[config.mk]
export PLATFORM = sky130hd
export DESIGN_NAME = dmpd_ctrl
export DESIGN_NICKNAME = d
export VERILOG_FILES = /design/src/hw/rtl/dmpd_pkg.sv /design/src/hw/rtl/dmpd_ctrl.sv
export VERILOG_INCLUDE_DIRS = /design/src /design/src/hw/rtl
export SDC_FILE = /design/constraint.sdc
export NUM_CORES = 1
export LEC_CHECK = 0
export BUFFER_PORTS_ARGS = -buffer_cell sky130_fd_sc_hd__buf_2
export CAP_MARGIN = 15
export CORE_MARGIN = 4
export CORE_UTILIZATION = 46
export CTS_BUF_LIST = sky130_fd_sc_hd__clkbuf_8
export CTS_CLUSTER_SIZE = 12
export DETAILED_ROUTE_END_ITERATION = 16
export GPL_TIMING_DRIVEN = 0
export PLACE_DENSITY = 0.66
export SLEW_MARGIN = 20
export SYNTH_ARGS = -nofsm -noshare
export SYNTH_HDL_FRONTEND = slang
export SYNTH_SLANG_ARGS = --single-unit
[constraint.sdc]
create_clock -name i_clk -period 7.4 [get_ports i_clk]
set_clock_uncertainty 0.05 [all_clocks]
set_input_delay 1.11 -clock i_clk [delete_from_list [all_inputs] [get_ports i_clk]]
set_output_delay 1.11 -clock i_clk [all_outputs]
set_load 0.01 [all_outputs]
[src/hw/rtl/depth_max_pool_downscaler_core_macros.svh]
// Assertion macros shared by the depth max-pool downscaler RTL.
// Included by modules that carry concurrent checks; no other dependencies.
`ifndef DEPTH_MAX_POOL_DOWNSCALER_CORE_MACROS_SVH
`define DEPTH_MAX_POOL_DOWNSCALER_CORE_MACROS_SVH

// Property must hold at every clock edge outside reset.
`define DMPD_ASSERT_ALWAYS(label, clk, rst_n, prop) \
    label: assert property (@(posedge clk) disable iff (!rst_n) (prop)) \
        else $error("dmpd check failed");

// Same-cycle implication outside reset.
`define DMPD_ASSERT_IMPLY(label, clk, rst_n, ante, cons) \
    label: assert property (@(posedge clk) disable iff (!rst_n) (ante) |-> (cons)) \
        else $error("dmpd check failed");

`endif

[src/hw/rtl/dmpd_pkg.sv]
// Package for the depth max-pool downscaler: register map, config types,
// pipeline control struct and the size clamp function. No dependencies.
package dmpd_pkg;

    localparam int IN_W_BITS         = 13;
    localparam int IN_H_BITS         = 13;
    localparam int OUT_W_BITS        = 12;
    localparam int OUT_H_BITS        = 13;
    localparam int ROW_BITS          = 12;
    localparam int ACC_BITS          = 26;
    localparam int ADDR_BITS         = 5;
    localparam int DATA_BITS         = 32;
    localparam int MAX_IN_HEIGHT     = 4096;
    localparam int DEF_MAX_IN_WIDTH  = 4096;
    localparam int DEF_MAX_OUT_WIDTH = 2048;
    localparam int DEF_SAMPLE_BITS   = 10;

    typedef enum logic [2:0] {
        REG_SCALE_EN   = 3'd0,
        REG_IN_WIDTH   = 3'd1,
        REG_IN_HEIGHT  = 3'd2,
        REG_OUT_WIDTH  = 3'd3,
        REG_OUT_HEIGHT = 3'd4
    } t_reg_idx;

    typedef struct packed {
        logic                  scale_en;
        logic [IN_W_BITS-1:0]  in_width;
        logic [IN_H_BITS-1:0]  in_height;
        logic [OUT_W_BITS-1:0] out_width;
        logic [OUT_H_BITS-1:0] out_height;
    } t_cfg;

    // clamped frame sizes
    typedef struct packed {
        logic [IN_W_BITS-1:0]  w_in;
        logic [IN_H_BITS-1:0]  h_in;
        logic [OUT_W_BITS-1:0] w_out;
        logic [OUT_H_BITS-1:0] h_out;
    } t_eff;

    // per-item control handed from the counter stage to the pooling stage
    typedef struct packed {
        logic emit;
        logic wr;
        logic use_mem;
        logic re;
        logic fe;
    } t_s1_ctl;

    localparam t_cfg CFG_RST = '{
        scale_en:   1'b0,
        in_width:   13'd4096,
        in_height:  13'd4096,
        out_width:  12'd2048,
        out_height: 13'd2048
    };

    function automatic t_eff eff_of(t_cfg c, int max_in_w, int max_out_w);
        t_eff e;
        int   lim;
        if (c.in_width == '0) begin
            e.w_in = IN_W_BITS'(1);
        end else if (int'(c.in_width) > max_in_w) begin
            e.w_in = IN_W_BITS'(max_in_w);
        end else begin
            e.w_in = c.in_width;
        end
        if (c.in_height == '0) begin
            e.h_in = IN_H_BITS'(1);
        end else if (int'(c.in_height) > MAX_IN_HEIGHT) begin
            e.h_in = IN_H_BITS'(MAX_IN_HEIGHT);
        end else begin
            e.h_in = c.in_height;
        end
        lim = (int'(e.w_in) < max_out_w) ? int'(e.w_in) : max_out_w;
        if (c.out_width == '0) begin
            e.w_out = OUT_W_BITS'(1);
        end else if (int'(c.out_width) > lim) begin
            e.w_out = OUT_W_BITS'(lim);
        end else begin
            e.w_out = c.out_width;
        end
        if (c.out_height == '0) begin
            e.h_out = OUT_H_BITS'(1);
        end else if (c.out_height > e.h_in) begin
            e.h_out = e.h_in;
        end else begin
            e.h_out = c.out_height;
        end
        return e;
    endfunction

endpackage

[src/hw/rtl/dmpd_ctrl.sv]
// Window tracking stage: position counters, bound accumulators, running max.
// Depends on dmpd_pkg and the assertion macro header.
`include "depth_max_pool_downscaler_core_macros.svh"
module dmpd_ctrl #(
    parameter int MAX_IN_WIDTH  = dmpd_pkg::DEF_MAX_IN_WIDTH,
    parameter int MAX_OUT_WIDTH = dmpd_pkg::DEF_MAX_OUT_WIDTH,
    parameter int SAMPLE_BITS   = dmpd_pkg::DEF_SAMPLE_BITS
) (
    input  logic                        i_clk,
    input  logic                        i_rst_n,
    input  logic                        i_accept,
    input  logic [SAMPLE_BITS-1:0]      i_sample,
    input  logic                        i_scale_en,
    input  logic                        i_restart,
    input  dmpd_pkg::t_eff              i_eff,
    input  dmpd_pkg::t_eff              i_eff_nxt,
    output logic [SAMPLE_BITS-1:0]      o_max,
    output logic [$clog2(MAX_OUT_WIDTH > 1 ? MAX_OUT_WIDTH : 2)-1:0] o_idx,
    output dmpd_pkg::t_s1_ctl           o_ctl
);
    import dmpd_pkg::*;

    localparam int IdxW = $clog2(MAX_OUT_WIDTH > 1 ? MAX_OUT_WIDTH : 2);
    localparam int IcW  = $clog2(MAX_IN_WIDTH);
    localparam t_eff EffRst = eff_of(CFG_RST, MAX_IN_WIDTH, MAX_OUT_WIDTH);

    logic [IcW-1:0]         r_in_col,   n_in_col;
    logic [ROW_BITS-1:0]    r_in_row,   n_in_row;
    logic [IdxW-1:0]        r_out_col,  n_out_col;
    logic [ROW_BITS-1:0]    r_out_row,  n_out_row;
    logic [ACC_BITS-1:0]    r_col_pos,  n_col_pos;
    logic [ACC_BITS-1:0]    r_col_bnd,  n_col_bnd;
    logic [ACC_BITS-1:0]    r_row_pos,  n_row_pos;
    logic [ACC_BITS-1:0]    r_row_bnd,  n_row_bnd;
    logic [ACC_BITS-1:0]    r_row_base, n_row_base;
    logic [SAMPLE_BITS-1:0] r_cur_max,  n_cur_max;

    logic                   col_last, row_last, row_first;
    logic                   col_end, row_end_in, out_col_end, out_row_end;
    logic                   do_restart;
    logic [SAMPLE_BITS-1:0] m;
    t_eff                   eff_src;

    assign col_last    = r_col_pos > r_col_bnd;
    assign row_last    = r_row_pos > r_row_bnd;
    assign row_first   = (r_row_base + ACC_BITS'(i_eff.h_in)) <= r_row_bnd;
    assign col_end     = (32'(r_in_col) + 32'd1) >= 32'(i_eff.w_in);
    assign row_end_in  = (32'(r_in_row) + 32'd1) >= 32'(i_eff.h_in);
    assign out_col_end = (32'(r_out_col) + 32'd1) >= 32'(i_eff.w_out);
    assign out_row_end = (32'(r_out_row) + 32'd1) >= 32'(i_eff.h_out);
    assign m           = (i_sample > r_cur_max) ? i_sample : r_cur_max;
    assign o_idx       = r_out_col;

    always_comb begin
        if (!i_scale_en) begin
            o_max         = i_sample;
            o_ctl.emit    = 1'b1;
            o_ctl.wr      = 1'b0;
            o_ctl.use_mem = 1'b0;
            o_ctl.re      = col_end;
            o_ctl.fe      = col_end && row_end_in;
        end else begin
            o_max         = m;
            o_ctl.emit    = col_last && row_last;
            o_ctl.wr      = col_last && !row_last;
            o_ctl.use_mem = !row_first;
            o_ctl.re      = out_col_end;
            o_ctl.fe      = out_col_end && out_row_end;
        end
    end

    always_comb begin
        n_in_col   = r_in_col;
        n_in_row   = r_in_row;
        n_out_col  = r_out_col;
        n_out_row  = r_out_row;
        n_col_pos  = r_col_pos;
        n_col_bnd  = r_col_bnd;
        n_row_pos  = r_row_pos;
        n_row_bnd  = r_row_bnd;
        n_row_base = r_row_base;
        n_cur_max  = r_cur_max;
        do_restart = i_restart;
        eff_src    = i_restart ? i_eff_nxt : i_eff;

        if (i_accept && !i_scale_en) begin
            if (col_end) begin
                n_in_col = '0;
                n_in_row = row_end_in ? '0 : r_in_row + 1'b1;
            end else begin
                n_in_col = r_in_col + 1'b1;
            end
        end else if (i_accept) begin
            if (col_last) begin
                n_cur_max = '0;
                n_out_col = r_out_col + 1'b1;
                n_col_bnd = r_col_bnd + ACC_BITS'(i_eff.w_in);
            end else begin
                n_cur_max = m;
            end
            n_in_col  = r_in_col + 1'b1;
            n_col_pos = r_col_pos + ACC_BITS'(i_eff.w_out);
            if (col_end) begin
                n_in_col  = '0;
                n_out_col = '0;
                n_col_bnd = ACC_BITS'(i_eff.w_in);
                n_col_pos = ACC_BITS'(i_eff.w_out) << 1;
                n_cur_max = '0;
                if (row_last) begin
                    n_out_row = r_out_row + 1'b1;
                    n_row_bnd = r_row_bnd + ACC_BITS'(i_eff.h_in);
                end
                n_in_row   = r_in_row + 1'b1;
                n_row_pos  = r_row_pos + ACC_BITS'(i_eff.h_out);
                n_row_base = r_row_base + ACC_BITS'(i_eff.h_out);
                if (row_end_in) begin
                    do_restart = 1'b1;
                end
            end
        end

        if (do_restart) begin
            n_in_col   = '0;
            n_in_row   = '0;
            n_out_col  = '0;
            n_out_row  = '0;
            n_col_bnd  = ACC_BITS'(eff_src.w_in);
            n_col_pos  = ACC_BITS'(eff_src.w_out) << 1;
            n_row_bnd  = ACC_BITS'(eff_src.h_in);
            n_row_pos  = ACC_BITS'(eff_src.h_out) << 1;
            n_row_base = '0;
            n_cur_max  = '0;
        end
    end

    always_ff @(posedge i_clk) begin
        if (!i_rst_n) begin
            r_in_col   <= '0;
            r_in_row   <= '0;
            r_out_col  <= '0;
            r_out_row  <= '0;
            r_col_bnd  <= ACC_BITS'(EffRst.w_in);
            r_col_pos  <= ACC_BITS'(EffRst.w_out) << 1;
            r_row_bnd  <= ACC_BITS'(EffRst.h_in);
            r_row_pos  <= ACC_BITS'(EffRst.h_out) << 1;
            r_row_base <= '0;
            r_cur_max  <= '0;
        end else begin
            r_in_col   <= n_in_col;
            r_in_row   <= n_in_row;
            r_out_col  <= n_out_col;
            r_out_row  <= n_out_row;
            r_col_bnd  <= n_col_bnd;
            r_col_pos  <= n_col_pos;
            r_row_bnd  <= n_row_bnd;
            r_row_pos  <= n_row_pos;
            r_row_base <= n_row_base;
            r_cur_max  <= n_cur_max;
        end
    end

    `DMPD_ASSERT_ALWAYS(a_in_col_range, i_clk, i_rst_n, 32'(r_in_col) < 32'(i_eff.w_in))
    `DMPD_ASSERT_ALWAYS(a_in_row_range, i_clk, i_rst_n, 32'(r_in_row) < 32'(i_eff.h_in))
    `DMPD_ASSERT_ALWAYS(a_out_col_range, i_clk, i_rst_n, 32'(r_out_col) < 32'(i_eff.w_out))

endmodule

After elaboration in Yosys (flattened, before gate mapping):

Index checks and enable logic that the tools add are counted.

* flip-flop bits (word level): 187
* input port bits: 117
* output and inout port bits: 26
* logic and storage cells: 101

* $add $sub $neg: 14
* $lt $le $gt $ge: 8
* equality and inequality tests: 1
* muxes and demuxes: 38
* bitwise logic cells: 2
* reductions and logical operators: 24

Operators by type and width (number)
* $mux 13: 11
* $add 26x13->26: 5
* $mux 12: 8
* $mux 26: 3
* $mux 14: 4
* $gt 26x26->1: 2
* $mux 51: 1
* $mux 10: 4
* $add 12x1->13 const B: 3
* $ge 13x13->1: 3
* $add 12x1->12 const B: 3
* $add 26x12->26: 1
* $le 26x26->1: 1
* $mux 11: 2
* $add 11x1->12 const B: 1
* $ge 12x12->1: 1
* $reduce_and 3->1: 4
* $add 11x1->11 const B: 1
* $gt 10x10->1: 1
* $reduce_bool 2->1: 5
* $reduce_and 4->1: 2
* $reduce_and 2->1: 3
* $logic_and 1x1->1: 5
* $mux 5: 1
* 6 further kinds: 12

Depth between registers and ports, before layout:

* word-level depth: 8
* depth in mapped cells: 20
* mapped depth without buffers: 20

Least setup slack after synthesis:

Ideal clock, no wire load.

* kind: input port to output port
* from: in i_eff[25] (netlist name)
* to: out o_ctl[2] (netlist name)
* data arrival time: 4.136 ns
* required time: 6.240 ns
* setup slack: 2.104 ns
* stages on the path: 18
* buffers on the path: 0
* cell sequence: ha_1 > inv_1 > fa_1 > nor2b_1 > o21ai_1 > a21oi_1 > o41a_1 > a41o_1 > o41a_1 > nand2b_1 > xnor2_1 > ha_1 > nand4_1 > nor2_1 > and2_1 > a41oi_1 > nand2_1 > o21ai_0

RTL lines
* from (decl): line dmpd_ctrl.sv:15 `input dmpd_pkg::t_eff i_eff,`
* to (decl): line dmpd_ctrl.sv:19 `output dmpd_pkg::t_s1_ctl o_ctl`

==> results.yml <==
drt:
  detail_route.wl_per_cell_um: 19.41
  antenna_left: 0
  drt-vias-per-instance: 5.899
  drc: 0
  drt_first_iter_violations: 1081
  drt-total-wl_mm: 51.67
  num_vias: 15700
  drtPass1Iterations: 5
critical_path:
  crit_arrival_ns: 5.11
  endpoint_kind: "output pin"
  path_max_fanout: 6
  critPathLaunchType: "input pin"
  critPathKind: "input pin to output pin"
  worst_ep_required_time_ns: 6.24
placement:
  dp_hpwl_mm: 41.47
  port_buffers: 140
  place_worst_setup_slack_ns: 1.156
  globalplace.congestion: 0.9485
sta:
  finalCritPeriodShare_pct: 84.78
  worst_pin_slew_ns: 0.9609
  final_hold_viol_count: 0
  slew-limit-headroom_pct: 35.94
  clock.fmax_mhz: 159.4
  grt_setup_unrepaired: "false"
  final.setup.tns_ns: 0
  drv_slew: 0
  hold_slack_ns: 0.4387
  fin_ws_ns: 1.126
  min_period_ns: 6.274
  setup_viol: 0
flow_run:
  maxCapViolCount: 0
clocking:
  clock-root-buffer: "clkbuf_8"
  ctsResizeCount: 0
  clkTransAtPathRegs_ns: 0.13
  cts_buffer_depth: 2
  clk_latency_ns: 0.52
  post_cts_buffers: 0
  h-tree-depth: 4
  cts_tree: "yes"
  numClockSinks: 187
  postCtsHoldBufs: 0
  cts_buffers: 17
layout:
  final_cell_mix: "220 x ha_1, 199 x nor2_1, 187 x dfxtp_1, 166 x nand2_1, 161 x buf_2"
  drive_gt1_share_pct: 11.10
  diodes: 0
  synthToLayoutAreaGrowth_pct: 10.20
  layout.nets: 2538
  final_common_cell: "ha_1"
synth:
  netlist.area_leader.share_pct: 23.35
  synthSimpleGateAreaFrac_pct: 21.18
  synth_ff_type: "dfxtp_1"
  synth_compound_area_share_pct: 21.93
  synth_xor_area_share_pct: 8.796
  ys_types: 87
  avgSynthCellArea_um2: 7.874
  synth_nets: 2379
  synth_warnings: 0
  synth-async-reset-ratio_pct: 0
  synth_mux_area_share_pct: 1.459
  synth_adder_area_share_pct: 17.92
  ys_ff_latch: 187
  synthCells: 2036
  synth_edf_count: 0
  synthTopCellsByArea: "dfxtp_1 23%, ha_1 17%, xnor2_1 5.2%"
  synth_top_family_by_area: "compound AO/OA/AOI/OAI gates"
  seq_area_frac_synth_pct: 23.35
  netlist_area_um2: 16030
  synth_top_cell_by_area: "dfxtp_1"
floorplan:
  fp-row-count: 68
  die_area_um2: 37900
  die_y_um: 194.7
  start_util_pct: 46.53
  ios: 143
  coreArea_um2: 34460
  die_w_um: 194.7
pwr:
  p_per_area_nw_per_um2: 135.4
  leakage_uw: 0.007714
  peakVddDrop_v: 0.0001281
global_route:
  grt_pass1_vias: 15120
  grt_pass1_wl_mm: 81.53
  grt_overflow: 0
  grt_use_total_pct: 26.77
  grt_max_degree: 19
  antenna_found_initial: 0
min_path:
  hp-class: "flop to flop"
status:
  status: "completed"
[sequential cells by signal (all words and copies together), names as in the netlist, 12 cells and up]
name	count
r_col_bnd	26
r_col_pos	26
r_in_col	12
r_in_row	12
r_out_row	12
r_row_base	26
r_row_bnd	26
r_row_pos	26
[synthesized netlist by cell type (all sizes together) (9+ instances only)]
master	instances
clkbuf	28
nand2	170
nand3b	19
mux2i	20
o211ai	31
o221ai	9
nand2b	16
nor4	11
nor2b	23
dfxtp	187
a211oi	37
o21ai	125
a22oi	22
and2	15
ha	220
a31oi	13
or3	19
and3	41
a21oi	154
nand3	82
nor3	50
o21a	24
inv	142
nand4	29
xnor2	95
xor2	66
a21o	35
nor2	204
buf	37
[cell type report]
type	count	area, um2
Inverter	143	536.8
Tap cell	455	569.3
Buffer	65	322.8
Timing Repair Buffer	140	700.7
Clock buffer	17	234.0
Fill cell	3395	16790
Multi-Input combinational cell	1641	11430
Sequential cell	187	3744
Clock inverter	14	130.1
[metrics by stage]
step,instance area (um2),power [uW],utilization (%),cells
2_1_floorplan,16030,1496,-,2036
3_3_place_gp,17300,1691,50.21,2631
3_5_place_dp,17300,1702,50.21,2631
4_1_cts,17670,2393,51.27,2662
5_1_grt,17670,2516,51.27,2662
6_report,17670,2392,51.27,2662
[worst max-delay path: stages]
cell,delay (ns)
buf_2,0.14
ha_1,0.23
inv_1,0.07
fa_1,0.21
nor2b_1,0.06
o21ai_1,0.18
a21oi_1,0.11
o41a_1,0.39
a41o_1,0.33
o41a_1,0.43
nand2b_1,0.13
xnor2_1,0.14
ha_1,0.27
nand4_1,0.10
nor2_1,0.07
and2_1,0.17
a41oi_1,0.36
o21ai_0,0.22
o21ai_0,0.19
buf_2,0.21
[path summary, 6_finish.rpt]
check,slack (ns),to,cells past startpoint,start
worst max-delay path,1.13,o_ctl[2],20,i_eff[25]
worst min-delay path,0.44,r_in_col[11],2,r_in_col[11]
worst max register to register,2.57,r_row_base[3],15,r_in_row[0]
worst min register to register,0.44,r_in_col[11],2,r_in_col[11]
[kinds of logic (layout without fill, tap and decap cells)]
family | count (synthesis) | count (layout)
XOR/XNOR | 161 | 161
AND/OR/NAND/NOR | 696 | 696
AO/OA/AOI/OAI | 535 | 535
flip-flops | 187 | 187
adder cells (fa/ha/maj) | 226 | 226
buffers and inverters | 208 | 379
multiplexers | 23 | 23
[where the power goes]
group / internal, uW / total (uW) / switching (uW)
Sequential: 1030 / 1060 / 27.4
Clock: 245 / 700 / 455
Combinational: 245 / 633 / 388
[per-layer routing]
| metal | share of wire, % | global-route usage [%] | vias to the layer above |
|---|---|---|---|
| met3 | 7.3 | 3.692 | 76 |
| met2 | 47 | 45.49 | 583 |
| met1 | 43 | 35.41 | 7418 |
| met5 | 0 | 0 | - |
| li1 | - | - | 7627 |
| met4 | 2.4 | 8.125 | 0 |
Power figures use the tool's default switching activity.
