--- config.mk ---
export PLATFORM = sky130hd
export DESIGN_NAME = dmpd_cfg
export DESIGN_NICKNAME = d
export VERILOG_FILES = /design/src/hw/rtl/depth_max_pool_downscaler_core_macros.svh /design/src/hw/rtl/dmpd_pkg.sv /design/src/hw/rtl/dmpd_cfg.sv
export SDC_FILE = /design/constraint.sdc
export NUM_CORES = 1
export LEC_CHECK = 0
export ABC_AREA = 1
export BUFFER_PORTS_ARGS = -buffer_cell sky130_fd_sc_hd__buf_2
export CAP_MARGIN = 40
export CORE_ASPECT_RATIO = 0.8
export CORE_MARGIN = 2
export CORE_UTILIZATION = 46
export CTS_BUF_LIST = sky130_fd_sc_hd__clkbuf_8
export CTS_CLUSTER_SIZE = 24
export DETAILED_ROUTE_END_ITERATION = 10
export PLACE_DENSITY = 0.73
export REMOVE_ABC_BUFFERS = 1
export SLEW_MARGIN = 20
export SYNTH_ARGS = -nofsm -noshare
export SYNTH_HDL_FRONTEND = slang
export SYNTH_SLANG_ARGS = --single-unit
export TNS_END_PERCENT = 10
--- constraint.sdc ---
create_clock -name i_clk -period 5.28 [get_ports i_clk]
set_input_delay 0.528 -clock i_clk [delete_from_list [all_inputs] [get_ports i_clk]]
set_output_delay 0.528 -clock i_clk [all_outputs]
set_load 0.01 [all_outputs]
--- src/hw/rtl/depth_max_pool_downscaler_core_macros.svh ---
// Assertion macros shared by the depth max-pool downscaler RTL.
// Included by modules that carry concurrent checks; no other dependencies.
`ifndef DEPTH_MAX_POOL_DOWNSCALER_CORE_MACROS_SVH
`define DEPTH_MAX_POOL_DOWNSCALER_CORE_MACROS_SVH

// Property must hold at every clock edge outside reset.
`define DMPD_ASSERT_ALWAYS(label, clk, rst_n, prop) \
    label: assert property (@(posedge clk) disable iff (!rst_n) (prop)) \
        else $error("dmpd check failed");

// Same-cycle implication outside reset.
`define DMPD_ASSERT_IMPLY(label, clk, rst_n, ante, cons) \
    label: assert property (@(posedge clk) disable iff (!rst_n) (ante) |-> (cons)) \
        else $error("dmpd check failed");

`endif

--- src/hw/rtl/dmpd_pkg.sv ---
// Package for the depth max-pool downscaler: register map, config types,
// pipeline control struct and the size clamp function. No dependencies.
package dmpd_pkg;

    localparam int IN_W_BITS         = 13;
    localparam int IN_H_BITS         = 13;
    localparam int OUT_W_BITS        = 12;
    localparam int OUT_H_BITS        = 13;
    localparam int ROW_BITS          = 12;
    localparam int ACC_BITS          = 26;
    localparam int ADDR_BITS         = 5;
    localparam int DATA_BITS         = 32;
    localparam int MAX_IN_HEIGHT     = 4096;
    localparam int DEF_MAX_IN_WIDTH  = 4096;
    localparam int DEF_MAX_OUT_WIDTH = 2048;
    localparam int DEF_SAMPLE_BITS   = 10;

    typedef enum logic [2:0] {
        REG_SCALE_EN   = 3'd0,
        REG_IN_WIDTH   = 3'd1,
        REG_IN_HEIGHT  = 3'd2,
        REG_OUT_WIDTH  = 3'd3,
        REG_OUT_HEIGHT = 3'd4
    } t_reg_idx;

    typedef struct packed {
        logic                  scale_en;
        logic [IN_W_BITS-1:0]  in_width;
        logic [IN_H_BITS-1:0]  in_height;
        logic [OUT_W_BITS-1:0] out_width;
        logic [OUT_H_BITS-1:0] out_height;
    } t_cfg;

    // clamped frame sizes
    typedef struct packed {
        logic [IN_W_BITS-1:0]  w_in;
        logic [IN_H_BITS-1:0]  h_in;
        logic [OUT_W_BITS-1:0] w_out;
        logic [OUT_H_BITS-1:0] h_out;
    } t_eff;

    // per-item control handed from the counter stage to the pooling stage
    typedef struct packed {
        logic emit;
        logic wr;
        logic use_mem;
        logic re;
        logic fe;
    } t_s1_ctl;

    localparam t_cfg CFG_RST = '{
        scale_en:   1'b0,
        in_width:   13'd4096,
        in_height:  13'd4096,
        out_width:  12'd2048,
        out_height: 13'd2048
    };

    function automatic t_eff eff_of(t_cfg c, int max_in_w, int max_out_w);
        t_eff e;
        int   lim;
        if (c.in_width == '0) begin
            e.w_in = IN_W_BITS'(1);
        end else if (int'(c.in_width) > max_in_w) begin
            e.w_in = IN_W_BITS'(max_in_w);
        end else begin
            e.w_in = c.in_width;
        end
        if (c.in_height == '0) begin
            e.h_in = IN_H_BITS'(1);
        end else if (int'(c.in_height) > MAX_IN_HEIGHT) begin
            e.h_in = IN_H_BITS'(MAX_IN_HEIGHT);
        end else begin
            e.h_in = c.in_height;
        end
        lim = (int'(e.w_in) < max_out_w) ? int'(e.w_in) : max_out_w;
        if (c.out_width == '0) begin
            e.w_out = OUT_W_BITS'(1);
        end else if (int'(c.out_width) > lim) begin
            e.w_out = OUT_W_BITS'(lim);
        end else begin
            e.w_out = c.out_width;
        end
        if (c.out_height == '0) begin
            e.h_out = OUT_H_BITS'(1);
        end else if (c.out_height > e.h_in) begin
            e.h_out = e.h_in;
        end else begin
            e.h_out = c.out_height;
        end
        return e;
    endfunction

endpackage

--- src/hw/rtl/dmpd_cfg.sv ---
// APB-style register file of the depth max-pool downscaler.
// Depends on dmpd_pkg; gives clamped sizes and a frame restart on writes.
module dmpd_cfg #(
    parameter int MAX_IN_WIDTH  = dmpd_pkg::DEF_MAX_IN_WIDTH,
    parameter int MAX_OUT_WIDTH = dmpd_pkg::DEF_MAX_OUT_WIDTH
) (
    input  logic                             i_clk,
    input  logic                             i_rst_n,
    input  logic                             psel,
    input  logic                             penable,
    input  logic                             pwrite,
    input  logic [dmpd_pkg::ADDR_BITS-1:0]   paddr,
    input  logic [dmpd_pkg::DATA_BITS-1:0]   pwdata,
    output logic [dmpd_pkg::DATA_BITS-1:0]   prdata,
    output logic                             pready,
    output logic                             o_scale_en,
    output dmpd_pkg::t_eff                   o_eff,
    output dmpd_pkg::t_eff                   o_eff_nxt,
    output logic                             o_restart
);
    import dmpd_pkg::*;

    t_cfg     r_cfg;
    t_cfg     n_cfg;
    t_reg_idx idx;
    logic     wr;
    logic     hit;

    assign pready = 1'b1;
    assign wr     = psel && penable && pwrite;
    assign idx    = t_reg_idx'(paddr[ADDR_BITS-1:2]);

    always_comb begin
        n_cfg = r_cfg;
        hit   = 1'b1;
        unique case (idx)
            REG_SCALE_EN:   n_cfg.scale_en   = pwdata[0];
            REG_IN_WIDTH:   n_cfg.in_width   = pwdata[IN_W_BITS-1:0];
            REG_IN_HEIGHT:  n_cfg.in_height  = pwdata[IN_H_BITS-1:0];
            REG_OUT_WIDTH:  n_cfg.out_width  = pwdata[OUT_W_BITS-1:0];
            REG_OUT_HEIGHT: n_cfg.out_height = pwdata[OUT_H_BITS-1:0];
            default:        hit              = 1'b0;
        endcase
    end

    always_comb begin
        unique case (idx)
            REG_SCALE_EN:   prdata = DATA_BITS'(r_cfg.scale_en);
            REG_IN_WIDTH:   prdata = DATA_BITS'(r_cfg.in_width);
            REG_IN_HEIGHT:  prdata = DATA_BITS'(r_cfg.in_height);
            REG_OUT_WIDTH:  prdata = DATA_BITS'(r_cfg.out_width);
            REG_OUT_HEIGHT: prdata = DATA_BITS'(r_cfg.out_height);
            default:        prdata = '0;
        endcase
    end

    always_ff @(posedge i_clk) begin
        if (!i_rst_n) begin
            r_cfg <= CFG_RST;
        end else if (wr && hit) begin
            r_cfg <= n_cfg;
        end
    end

    assign o_restart  = wr && hit;
    assign o_scale_en = r_cfg.scale_en;
    assign o_eff      = eff_of(r_cfg, MAX_IN_WIDTH, MAX_OUT_WIDTH);
    assign o_eff_nxt  = eff_of(n_cfg, MAX_IN_WIDTH, MAX_OUT_WIDTH);

endmodule

Word-level counts from Yosys, hierarchy flattened
Cells that the tools add are included.
- $lt $le $gt $ge: 10
- eq/ne operators: 4
- multiplexer cells: 24
- reduce and logical (&&, ||, !) cells: 14
- operators with widths (kind ; number):
    $mux 13 ; 17
    $logic_not 13->1 ; 6
    $pmux 13 s5 ; 1
    $mux 12 ; 5
    $gt 13x13->1 const B ; 4
    $gt 12x13->1 ; 2
    $gt 13x13->1 ; 2
    $lt 13x12->1 const B ; 2
    $logic_not 12->1 ; 2
    $eq 3x2->1 const B ; 2
    $reduce_or 5->1 ; 1
    $eq 3x1->1 const B ; 1
    $eq 3x3->1 const B ; 1
    $logic_and 1x1->1 ; 3
    $logic_not 3->1 ; 1
    $reduce_and 2->1 ; 1
    $mux 1 ; 1
- register bits: 52
- input bits: 42
- output and inout port bits: 137
- word-level logic and storage cells: 57

Depth between registers and ports, before layout
Gate-level depths: netlist of run 1.
- word-level depth: 10
- depth in mapped cells: 23
- gate-level depth less buffers: 22

Worst setup path after synthesis of run 1
OpenSTA, ideal clock, no wires.
- path type: in2out
- from: input port paddr[4] (netlist bit)
- to: output port o_eff_nxt[23] (netlist bit)
- data arrival time: 3.048 ns
- data required time: 4.752 ns
- setup slack: 1.704 ns
- stages: 15
- buffers on the path: 3
- cells stage by stage: inv_2 > nand3_2 > buf_4 > o21a_1 > buf_2 > nor2_1 > nand2_1 > ha_1 > nand3_1 > nor3_1 > nand2_1 > o21ai_0 > clkbuf_1 > a21oi_1 > nor2_1
- RTL lines (item ; RTL line ; source):
    start: declaration ; dmpd_cfg.sv:12 ; input logic [dmpd_pkg::ADDR_BITS-1:0] paddr,
    end: declaration ; dmpd_cfg.sv:18 ; output dmpd_pkg::t_eff o_eff_nxt,

==> results of run 1 <==
per-stage QoR:
step | utilization, % | setup WS, ps
after floorplan | - | 1212
after global placement | 52.29 | 951.8
after detailed placement | 52.29 | 948.5
after CTS | 53.03 | 918.6
after global routing | 53.25 | 507.7
final | 53.25 | 848.0
state kept, by name, indices dropped and copies added, names as in the netlist:
name,flops
o_scale_en,1
r_cfg,51
power by group:
part / internal, µW / switching [µW] / leakage (µW) / total, µW
Combinational: 245 / 452 / 0.00349 / 697
Sequential: 407 / 28.7 / 0.000423 / 436
Clock: 105 / 144 / 0.0000486 / 249
cell usage after synthesis (2+ instances only):
library cell	n	area, µm²
nand2_1	254	953.4
inv_1	146	548.0
a21oi_1	101	505.5
nor2_1	93	349.1
o21ai_0	91	455.4
dfxtp_1	52	1041
nand3_1	52	260.3
ha_1	50	625.6
buf_4	26	195.2
clkbuf_1	24	90.09
o21ai_1	22	110.1
nor3_1	20	100.1
buf_2	17	85.08
nand2_2	11	68.82
nand4_1	10	62.56
nor4_1	8	50.05
o21a_1	8	60.06
o2111ai_1	7	61.31
a211oi_1	5	37.54
inv_2	5	18.77
o22ai_1	5	31.28
a221o_1	4	40.04
buf_1	3	11.26
and3_1	2	12.51
conb_1	2	7.510
nand3b_1	2	15.01
o211ai_1	2	15.01
o21bai_1	2	15.01
cells by family (layout without fill, tap and decap cells):
| group | Yosys count | in the layout | share of synthesized area, % |
|---|---|---|---|
| adder cells (fa/ha/maj) | 50 | 50 | 10.51 |
| other | 2 | 20 | 0.1262 |
| AO/OA/AOI/OAI | 253 | 253 | 23.21 |
| flip-flops | 52 | 52 | 17.49 |
| AND/OR/NAND/NOR | 457 | 457 | 32.46 |
| buffers and inverters | 223 | 314 | 16.19 |
worst register-to-register path: stages (launching register included):
cell	delay (ps)
dfxtp_1	540
inv_1	140
nand2_1	90
o21a_1	460
inv_1	190
o21ai_0	170
placed cells by master (no fill, tap or decap), types with 2 or more instances in the layout:
cell | synthesis | final
a211oi_1 | 5 | 5
a21oi_1 | 101 | 101
a221o_1 | 4 | 4
and3_1 | 2 | 2
buf_2 | 17 | 137
buf_4 | 26 | 16
clkbuf_8 | 0 | 6
conb_1 | 2 | 20
dfxtp_1 | 52 | 52
ha_1 | 50 | 50
inv_1 | 146 | 147
inv_2 | 5 | 5
nand2_1 | 254 | 254
nand2_2 | 11 | 11
nand3_1 | 52 | 52
nand3b_1 | 2 | 2
nand4_1 | 10 | 10
nor2_1 | 93 | 93
nor3_1 | 20 | 20
nor4_1 | 8 | 8
o2111ai_1 | 7 | 7
o211ai_1 | 2 | 2
o21a_1 | 8 | 8
o21ai_0 | 91 | 91
o21ai_1 | 22 | 22
o21bai_1 | 2 | 2
o22ai_1 | 5 | 5
final timing paths:
path / slack (ps) / startpoint / to / cells after the start
setup / recovery: 850 / paddr[3] / o_eff_nxt[13] / 17
hold / removal: 550 / o_scale_en / o_scale_en / 2
setup reg to reg: 3640 / r_cfg[50] / r_cfg[50] / 5
hold reg to reg: 550 / o_scale_en / o_scale_en / 2
metal layers:
metal,part of all wire (%),up-vias
met3,14,28
met2,41,434
met5,0,-
met1,44,3221
li1,-,3573
met4,1.6,0
layout make-up:
class | count | area (µm²) | share of cell area [%]
clock buffer | 6 | 82.58 | 1.218
clock inverter | 2 | 11.26 | 0.1661
timing repair buffer | 154 | 833.3 | 12.29
tap | 175 | 219.0 | 3.230
inverter | 152 | 570.5 | 8.416
multi-input combinational | 780 | 4021 | 59.32
sequential | 52 | 1041 | 15.36
==> impl_metrics.csv, run 1 <==
group,metric,value,unit
power,irDropWorstVdd,0.1179,mV
worst_setup_path,crit_required,4750,ps
grt,grtUsageMet1,44.61,%
sta,rsz0062_at_grt,"false",
detailed_routing,drt_wl_total,21640,µm
final_layout,drive_gt1_share,15.97,%
detailed_routing,ant_nets,0,
power,powerDensity,203.9,mW/mm²
clock_network,hold_buffers,0,
sta,fmax,225.6,MHz
outcome,status,"completed",
floorplan,dieArea,0.01387,mm²
power,total_leakage_power,0.003963,µW
placement,gp_congestion,0.9740,
clock_network,cts-root-buf,"clkbuf_8",
sta,worst_pin_slew,854.9,ps
detailed_routing,drc,0,
grt,grt_pass1_wl,33470,µm
detailed_routing,wire_per_inst,16.38,µm
final_layout,finalNonFillerCells,1321,
worst_setup_path,crit_chain,"buf_2 -> inv_2 -> nand3_2 -> o21a_1 -> nor2_1 -> nand2_1 -> ha_1 -> nand3_1 -> nor3_1 -> nand2_1 -> o21ai_0 -> buf_4 -> nand2_1 -> nand2_1 -> inv_1 -> nand2_1 -> buf_2",
worst_setup_path,crit_type,"input port to output port",
clock_network,cts_num_sinks,52,
sta,fin_skew,0,ps
sta,finalHoldWorstSlack,548.9,ps
detailed_routing,drt_iter0_drc,799,
placement,numPortBuffers,137,
floorplan,fp.dieW,131.2,µm
detailed_routing,vias_per_cell,5.493,
synth,synthCells,1037,
grt,grt_max_degree,44,
final_layout,nets,1237,
clock_network,cts.reportedPaths.clkPinSlew,110,ps
final_layout,design_area,0.006779,mm²
grt,grt_antenna_before_repair,0,
synth,syn_area,0.005951,mm²
grt,grt_pass1_vias,6097,
synth,syn_avg_cell_area,5.738,µm²
clock_network,cts_buffers,5,
flow_run,maxCapViolCount,0,
grt,grt_overflow,0,
worst_hold_path,min_path_type,"flip-flop to flip-flop",
synth,async_flop_share,0,%
detailed_routing,drt_first_pass_iters,7,
worst_setup_path,max_stage_delay,470,ps
synth,ys_types,41,
clock_network,h-tree-depth,2,
sta,timing.slew.headroom,43.01,%
clock_network,post_cts_resized,0,
synth,seq_area_frac_synth,17.49,%
sta,finalSetupViolCount,0,
detailed_routing,via_count,7256,
synth,synth_ff_type,"dfxtp_1",
grt,use_met2,44.36,%
worst_setup_path,cpMaxStageDelayCell,"o21a_1",
sta,hold_viol,0,
worst_setup_path,endpoint_kind,"output port",
clock_network,cts_setup_buffers,0,
final_layout,fill_cells,1355,
clock_network,insertion_delay,310,ps
floorplan,die_h,105.7,µm
power,finalPower,1382,µW
sta,period_minus_slack,4432,ps
grt,top_usage_layer,"met1",
floorplan,core_area,0.01273,mm²
final_layout,antenna-diode-count,0,
placement,dp.cells,1312,
placement,post-dp-hpwl,17130,µm
final_layout,area_growth,13.92,%
sta,report.final.slew_viol_count,0,
worst_setup_path,critPathTopFamily,"simple AND/OR/NAND/NOR gates",
synth,ys_seq_elements,52,
worst_setup_path,crit_buf_inv,5,
grt,grt.total_usage,30.21,%
synth,synth_edf_count,0,
sta,fin_setup_tns,0,ps
clock_network,clk_path_buf_depth,2,
worst_setup_path,worstPathMaxFanout,22,
floorplan,start_util,46.74,%
sta,period_share,83.94,%
floorplan,floorplan.io_pins,179,
clock_network,cts_tree,"yes",
placement,placed_cell_area,0.006658,mm²
worst_setup_path,cpMostUsedCell,"nand2_1",
synth,synth_warnings,0,
floorplan,rows,37,
worst_setup_path,start_kind,"input port",
worst_setup_path,cp.arrival,3900,ps
grt,use_met3,7.744,%
(Power assumes the default switching activity.)
==> run 2: changes to the inputs <==
--- a/config.mk
+++ b/config.mk
@@ -14,7 +14,7 @@
 export CTS_BUF_LIST = sky130_fd_sc_hd__clkbuf_8
 export CTS_CLUSTER_SIZE = 24
 export DETAILED_ROUTE_END_ITERATION = 10
-export PLACE_DENSITY = 0.73
+export PLACE_DENSITY = 0.75
 export REMOVE_ABC_BUFFERS = 1
 export SLEW_MARGIN = 20
 export SYNTH_ARGS = -nofsm -noshare
==> constraint.sdc (replaced) <==
create_clock -name i_clk -period 4 [get_ports i_clk]
set_input_delay 0.4 -clock i_clk [delete_from_list [all_inputs] [get_ports i_clk]]
set_output_delay 0.4 -clock i_clk [all_outputs]
set_load 0.01 [all_outputs]
==> impl_metrics.csv, run 2 (synthesis gave the netlist of run 1 again) <==
group,metric,value,unit
outcome,status,"completed",
clock_network,insertion_delay,320,ps
clock_network,cts_tree,"yes",
sta,timing.slew.headroom,47.91,%
grt,grtUsageMet1,47.78,%
placement,gp_congestion,1.018,
detailed_routing,drt_wl_total,22330,µm
worst_setup_path,cp.arrival,3330,ps
clock_network,clk_path_buf_depth,2,
floorplan,rows,37,
final_layout,largest_register_ffs,51,
floorplan,dieArea,0.01387,mm²
grt,use_met3,6.590,%
placement,numPortBuffers,137,
detailed_routing,drt_iter0_drc,815,
final_layout,final_core_util,55.13,%
sta,fmax,267.9,MHz
final_layout,finalNonFillerCells,1348,
placement,dp.cells,1335,
floorplan,floorplan.io_pins,179,
clock_network,cts_num_sinks,52,
final_layout,fill_cells,1313,
floorplan,start_util,46.74,%
placement,post-dp-hpwl,17490,µm
sta,hold_viol,0,
grt,grt_overflow,0,
power,total_leakage_power,0.004090,µW
final_layout,layout_common_cells,"nand2_1 (251), inv_1 (145), buf_2 (137)",
placement,dp_slack,175.5,ps
floorplan,fp.dieW,131.2,µm
sta,period_minus_slack,3733,ps
worst_hold_path,min_from,"pwdata[0]",
floorplan,core_area,0.01273,mm²
final_layout,nets,1265,
detailed_routing,ant_nets,0,
grt,grt_antenna_before_repair,0,
detailed_routing,wire_per_inst,16.56,µm
final_layout,antenna-diode-count,0,
grt,use_met2,42.41,%
worst_hold_path,hold_end,"o_scale_en",
worst_setup_path,crit_path_start,"paddr[4]",
grt,grt_pass1_vias,6284,
worst_setup_path,crit_type,"input port to output port",
detailed_routing,via_count,7388,
worst_hold_path,min_path_type,"input port to flip-flop",
power,finalPower,1887,µW
sta,finalSetupViolCount,0,
grt,grt.total_usage,30.81,%
worst_setup_path,r2r-end,"r_cfg[37]",
clock_network,cts.reportedPaths.clkPinSlew,100,ps
detailed_routing,vias_per_cell,5.481,
power,irDropWorstVdd,0.1390,mV
grt,top_usage_layer,"met1",
worst_setup_path,endpoint_kind,"output port",
clock_network,hold_buffers,0,
worst_setup_path,r2r_cells,5,
final_layout,area_growth,17.94,%
worst_setup_path,worstPathMaxFanout,11,
sta,setup_slack,267.1,ps
sta,fin_setup_tns,0,ps
final_layout,drive_gt1_share,18.50,%
detailed_routing,drt_first_pass_iters,6,
clock_network,cts_buffers,5,
flow_run,maxCapViolCount,0,
sta,fin_skew,0,ps
sta,rsz0062_at_grt,"false",
worst_setup_path,start_kind,"input port",
floorplan,die_h,105.7,µm
sta,worst_pin_slew,781.4,ps
sta,period_share,93.32,%
sta,report.final.slew_viol_count,0,
clock_network,cts-root-buf,"clkbuf_8",
final_layout,layout_commonest_cell,"nand2_1",
worst_setup_path,rrSetupSlack,2590,ps
worst_setup_path,crit_required,3600,ps
grt,grt_max_degree,64,
grt,grt_pass1_wl,33900,µm
worst_hold_path,whs_path_depth,3,
power,powerDensity,268.9,mW/mm²
final_layout,top_register,"r_cfg",
worst_setup_path,r2r-start,"r_cfg[37]",
clock_network,h-tree-depth,2,
detailed_routing,drc,0,
run 2: cell types whose count changed in the layout (fill, tap and decap cells not counted), sizes merged:
cell / before / now
inv: 152 / 150
clkinvlp: 1 / 2
clkbuf: 6 / 7
buf: 154 / 181
run 2: cell type report:
type / instances / area [µm²] / share of cell area (%)
Clock buffer: 7 / 96.34 / 1.373
Tap cell: 175 / 219.0 / 3.120
Timing Repair Buffer: 181 / 1041 / 14.83
Inverter: 152 / 574.3 / 8.183
Sequential cell: 52 / 1041 / 14.83
Multi-Input combinational cell: 780 / 4039 / 57.55
Timing Repair inverter: 1 / 7.507 / 0.1070
run 2: worst max path at each step:
stage,end,slack (ps)
5_1_grt,o_eff_nxt[13],30
6_report,o_eff_nxt[0],270
3_3_place_gp,o_eff_nxt[0],250
3_5_place_dp,o_eff_nxt[0],180
2_1_floorplan,o_eff_nxt[13],190
4_1_cts,o_eff_nxt[0],150
run 2: critical path, stage by stage:
cell and delay [ps]:
buf_2 160, inv_2 120, nand3_4 150, buf_4 200, o21ai_1 170, nand2_1 90
nor2_1 130, nand3_1 130, nand2_4 160, nand2_2 90, ha_1 320, nand2_1 70
inv_1 30, o21ai_0 130, nand2_1 80, a21oi_1 120, nand2_1 120, nand2_4 120
clkinvlp_4 160, nand3_1 120, nand3_1 80, buf_2 170
run 2: routing by layer:
layer / share of wire [%] / up-vias
li1: - / 3635
met1: 45 / 3264
met2: 40 / 453
met3: 14 / 36
met4: 1.6 / 0
met5: 0 / -
run 2: power breakdown:
group          switching, µW  total (µW)  internal (µW)  leakage, µW
Sequential              31.4         569            538     0.000423
Combinational            619         972            353      0.00362
Clock                    191         346            155    0.0000503
run 2: repair_timing:
item | in CTS | in global routing
endpoints found under the hold margin | 0 | 0
setup endpoints to repair | 0 | 34
setup buffers | 0 | 5
resized for setup | 0 | 9
run 2: per-stage QoR:
stage	hold slack, ps	instance area [µm²]
global route	480.9	7018
detailed placement	517.0	6843
finish	477.0	7018
floorplan	492.1	5625
global placement	509.8	6843
CTS	464.0	6939
==> run 3: changes to the inputs <==
--- a/config.mk
+++ b/config.mk
@@ -10,11 +10,12 @@
 export CAP_MARGIN = 40
 export CORE_ASPECT_RATIO = 0.8
 export CORE_MARGIN = 2
-export CORE_UTILIZATION = 46
+export CORE_UTILIZATION = 49
 export CTS_BUF_LIST = sky130_fd_sc_hd__clkbuf_8
 export CTS_CLUSTER_SIZE = 24
 export DETAILED_ROUTE_END_ITERATION = 10
-export PLACE_DENSITY = 0.75
+export MAX_ROUTING_LAYER = met4
+export PLACE_DENSITY = 0.8
 export REMOVE_ABC_BUFFERS = 1
 export SLEW_MARGIN = 20
 export SYNTH_ARGS = -nofsm -noshare
==> impl_metrics.csv, run 3 (synthesis gave the netlist of run 1 again) <==
group,metric,value,unit
outcome,status,"completed",
worst_setup_path,crit_cells,18,
placement,numPortBuffers,137,
clock_network,h-tree-depth,2,
final_layout,drive_gt1_share,18.22,%
placement,gp_congestion,0.9991,
worst_setup_path,cpMostUsedCell,"nand2_1",
clock_network,clk_path_buf_depth,2,
detailed_routing,drc,0,
power,powerDensity,274.7,mW/mm²
detailed_routing,wire_per_inst,17.13,µm
power,total_leakage_power,0.004092,µW
sta,period_minus_slack,3846,ps
sta,rsz0062_at_grt,"true",
grt,grt_antenna_before_repair,0,
grt,grt_overflow,0,
final_layout,multi_input_area,0.004090,mm²
worst_hold_path,min_from,"pwdata[0]",
sta,timing.slew.headroom,48.47,%
placement,post-dp-hpwl,17330,µm
floorplan,start_util,50.89,%
grt,grt_pass1_vias,6371,
grt,grt_pass1_wl,33890,µm
detailed_routing,ant_nets,0,
floorplan,rows,35,
final_layout,layout_commonest_cell,"nand2_1",
worst_setup_path,crit_required,3600,ps
worst_setup_path,cpMaxStageDelayCell,"o21a_1",
clock_network,cts.reportedPaths.clkPinSlew,110,ps
final_layout,regArea,0.001041,mm²
worst_setup_path,worstPathMaxFanout,12,
final_layout,fill_cells,1212,
grt,grt.total_usage,34.24,%
detailed_routing,via_count,7549,
final_layout,nets,1260,
final_layout,antenna-diode-count,0,
sta,fin_skew,0,ps
worst_setup_path,crit_chain,"buf_2 -> inv_2 -> nand3_2 -> nand2_1 -> o21a_1 -> inv_1 -> ha_1 -> nand2_1 -> inv_1 -> nand3_1 -> nor3_1 -> o21ai_0 -> nand2_1 -> nand2_1 -> inv_1 -> nand3_1 -> nand3_1 -> buf_2",
clock_network,insertion_delay,330,ps
floorplan,floorplan.io_pins,179,
detailed_routing,drt_wl_total,22560,µm
final_layout,area_growth,17.03,%
sta,finalSetupViolCount,0,
placement,dp.cells,1305,
final_layout,layout_common_cells,"nand2_1 (252), inv_1 (147), buf_2 (136)",
final_layout,top_register,"r_cfg",
sta,worst_pin_slew,772.9,ps
clock_network,cts_num_sinks,52,
detailed_routing,vias_per_cell,5.732,
grt,grt_max_degree,44,
floorplan,core_area,0.01169,mm²
worst_setup_path,crit_buf_inv,6,
worst_setup_path,r2r_cells,5,
final_layout,largest_register_ffs,51,
clock_network,cts_buffers,5,
power,irDropWorstVdd,0.1683,mV
final_layout,design_area,0.006964,mm²
floorplan,dieArea,0.01305,mm²
worst_setup_path,r2r-start,"r_cfg[37]",
flow_run,maxCapViolCount,0,
placement,placed_cell_area,0.006774,mm²
worst_setup_path,critPathTopFamily,"simple AND/OR/NAND/NOR gates",
worst_hold_path,hold_end,"o_scale_en",
worst_setup_path,cp.arrival,3450,ps
worst_setup_path,r2r-end,"r_cfg[37]",
detailed_routing,drt_iter0_drc,889,
clock_network,cts_tree,"yes",
worst_setup_path,start_kind,"input port",
sta,period_share,96.16,%
detailed_routing,drt_first_pass_iters,6,
sta,fin_setup_tns,0,ps
final_layout,finalNonFillerCells,1317,
sta,report.final.slew_viol_count,0,
worst_setup_path,crit_type,"input port to output port",
clock_network,cts-root-buf,"clkbuf_8",
sta,fmax,260.0,MHz
worst_setup_path,max_stage_delay,420,ps
worst_setup_path,endpoint_kind,"output port",
worst_setup_path,rrSetupSlack,2470,ps
floorplan,fp.dieW,127.2,µm
floorplan,die_h,102.6,µm
worst_hold_path,whs_path_depth,3,
sta,hold_viol,0,
worst_hold_path,min_path_type,"input port to flip-flop",
==> run 3: cell count changes in the layout (fill, tap and decap cells not counted), sizes merged <==
cell,delta
buf,-8
clkinvlp,-2
inv,+2
nand3,+2
bufinv,+1
clkbuf,-1
clkinv,+1
nand2,+1
==> run 3: routing by layer <==
layer	wire, µm	track usage, %	vias to the layer above
met4	332	5.917	0
met1	9630	49.56	3357
met3	3341	8.251	40
met5	0	-	-
met2	9253	48.76	519
li1	-	-	3633
==> run 3: worst max path at each step <==
stage               startpoint            end  slack, ps
finish                paddr[4]   o_eff_nxt[0]        150
global route          paddr[3]   o_eff_nxt[4]        -70
CTS                  r_cfg[25]       o_eff[7]        140
detailed placement    paddr[4]   o_eff_nxt[0]        200
global placement      paddr[4]   o_eff_nxt[0]        240
floorplan             paddr[3]  o_eff_nxt[13]        190
==> run 3: metrics by stage <==
step,hold WS (ps),setup slack (ps),utilization (%),total power [µW]
after floorplan,492.1,187.9,-,1145
after global placement,509.1,240.5,57.93,1488
after detailed placement,526.0,199.7,57.93,1500
after CTS,463.1,139.5,58.86,1867
after global routing,482.4,-71.00,59.56,2038
final,467.6,153.6,59.56,1913
==> run 3: worst min-delay path, stage by stage <==
cell,delay (ps)
buf_2,180
inv_1,100
a311oi_1,80
==> run 3: what timing repair did <==
action | in CTS | in global routing
gates resized for setup | 0 | 14
buffers inserted | 0 | 1
setup endpoints to repair | 0 | 36
hold buffers | 0 | 0
==> run 3: cell type report <==
class / count / share of cell area [%]
clock inverter: 3 / 0.5570
inverter: 152 / 8.193
sequential: 52 / 14.95
tap: 148 / 2.659
timing repair buffer: 174 / 13.92
multi-input combinational: 783 / 58.73
clock buffer: 5 / 0.9881
==> run 3: power breakdown <==
group	internal, µW	total [µW]	leakage [µW]	switching, µW
Clock	184	385	0.0000593	201
Sequential	538	568	0.000423	30.6
Combinational	338	960	0.00361	622
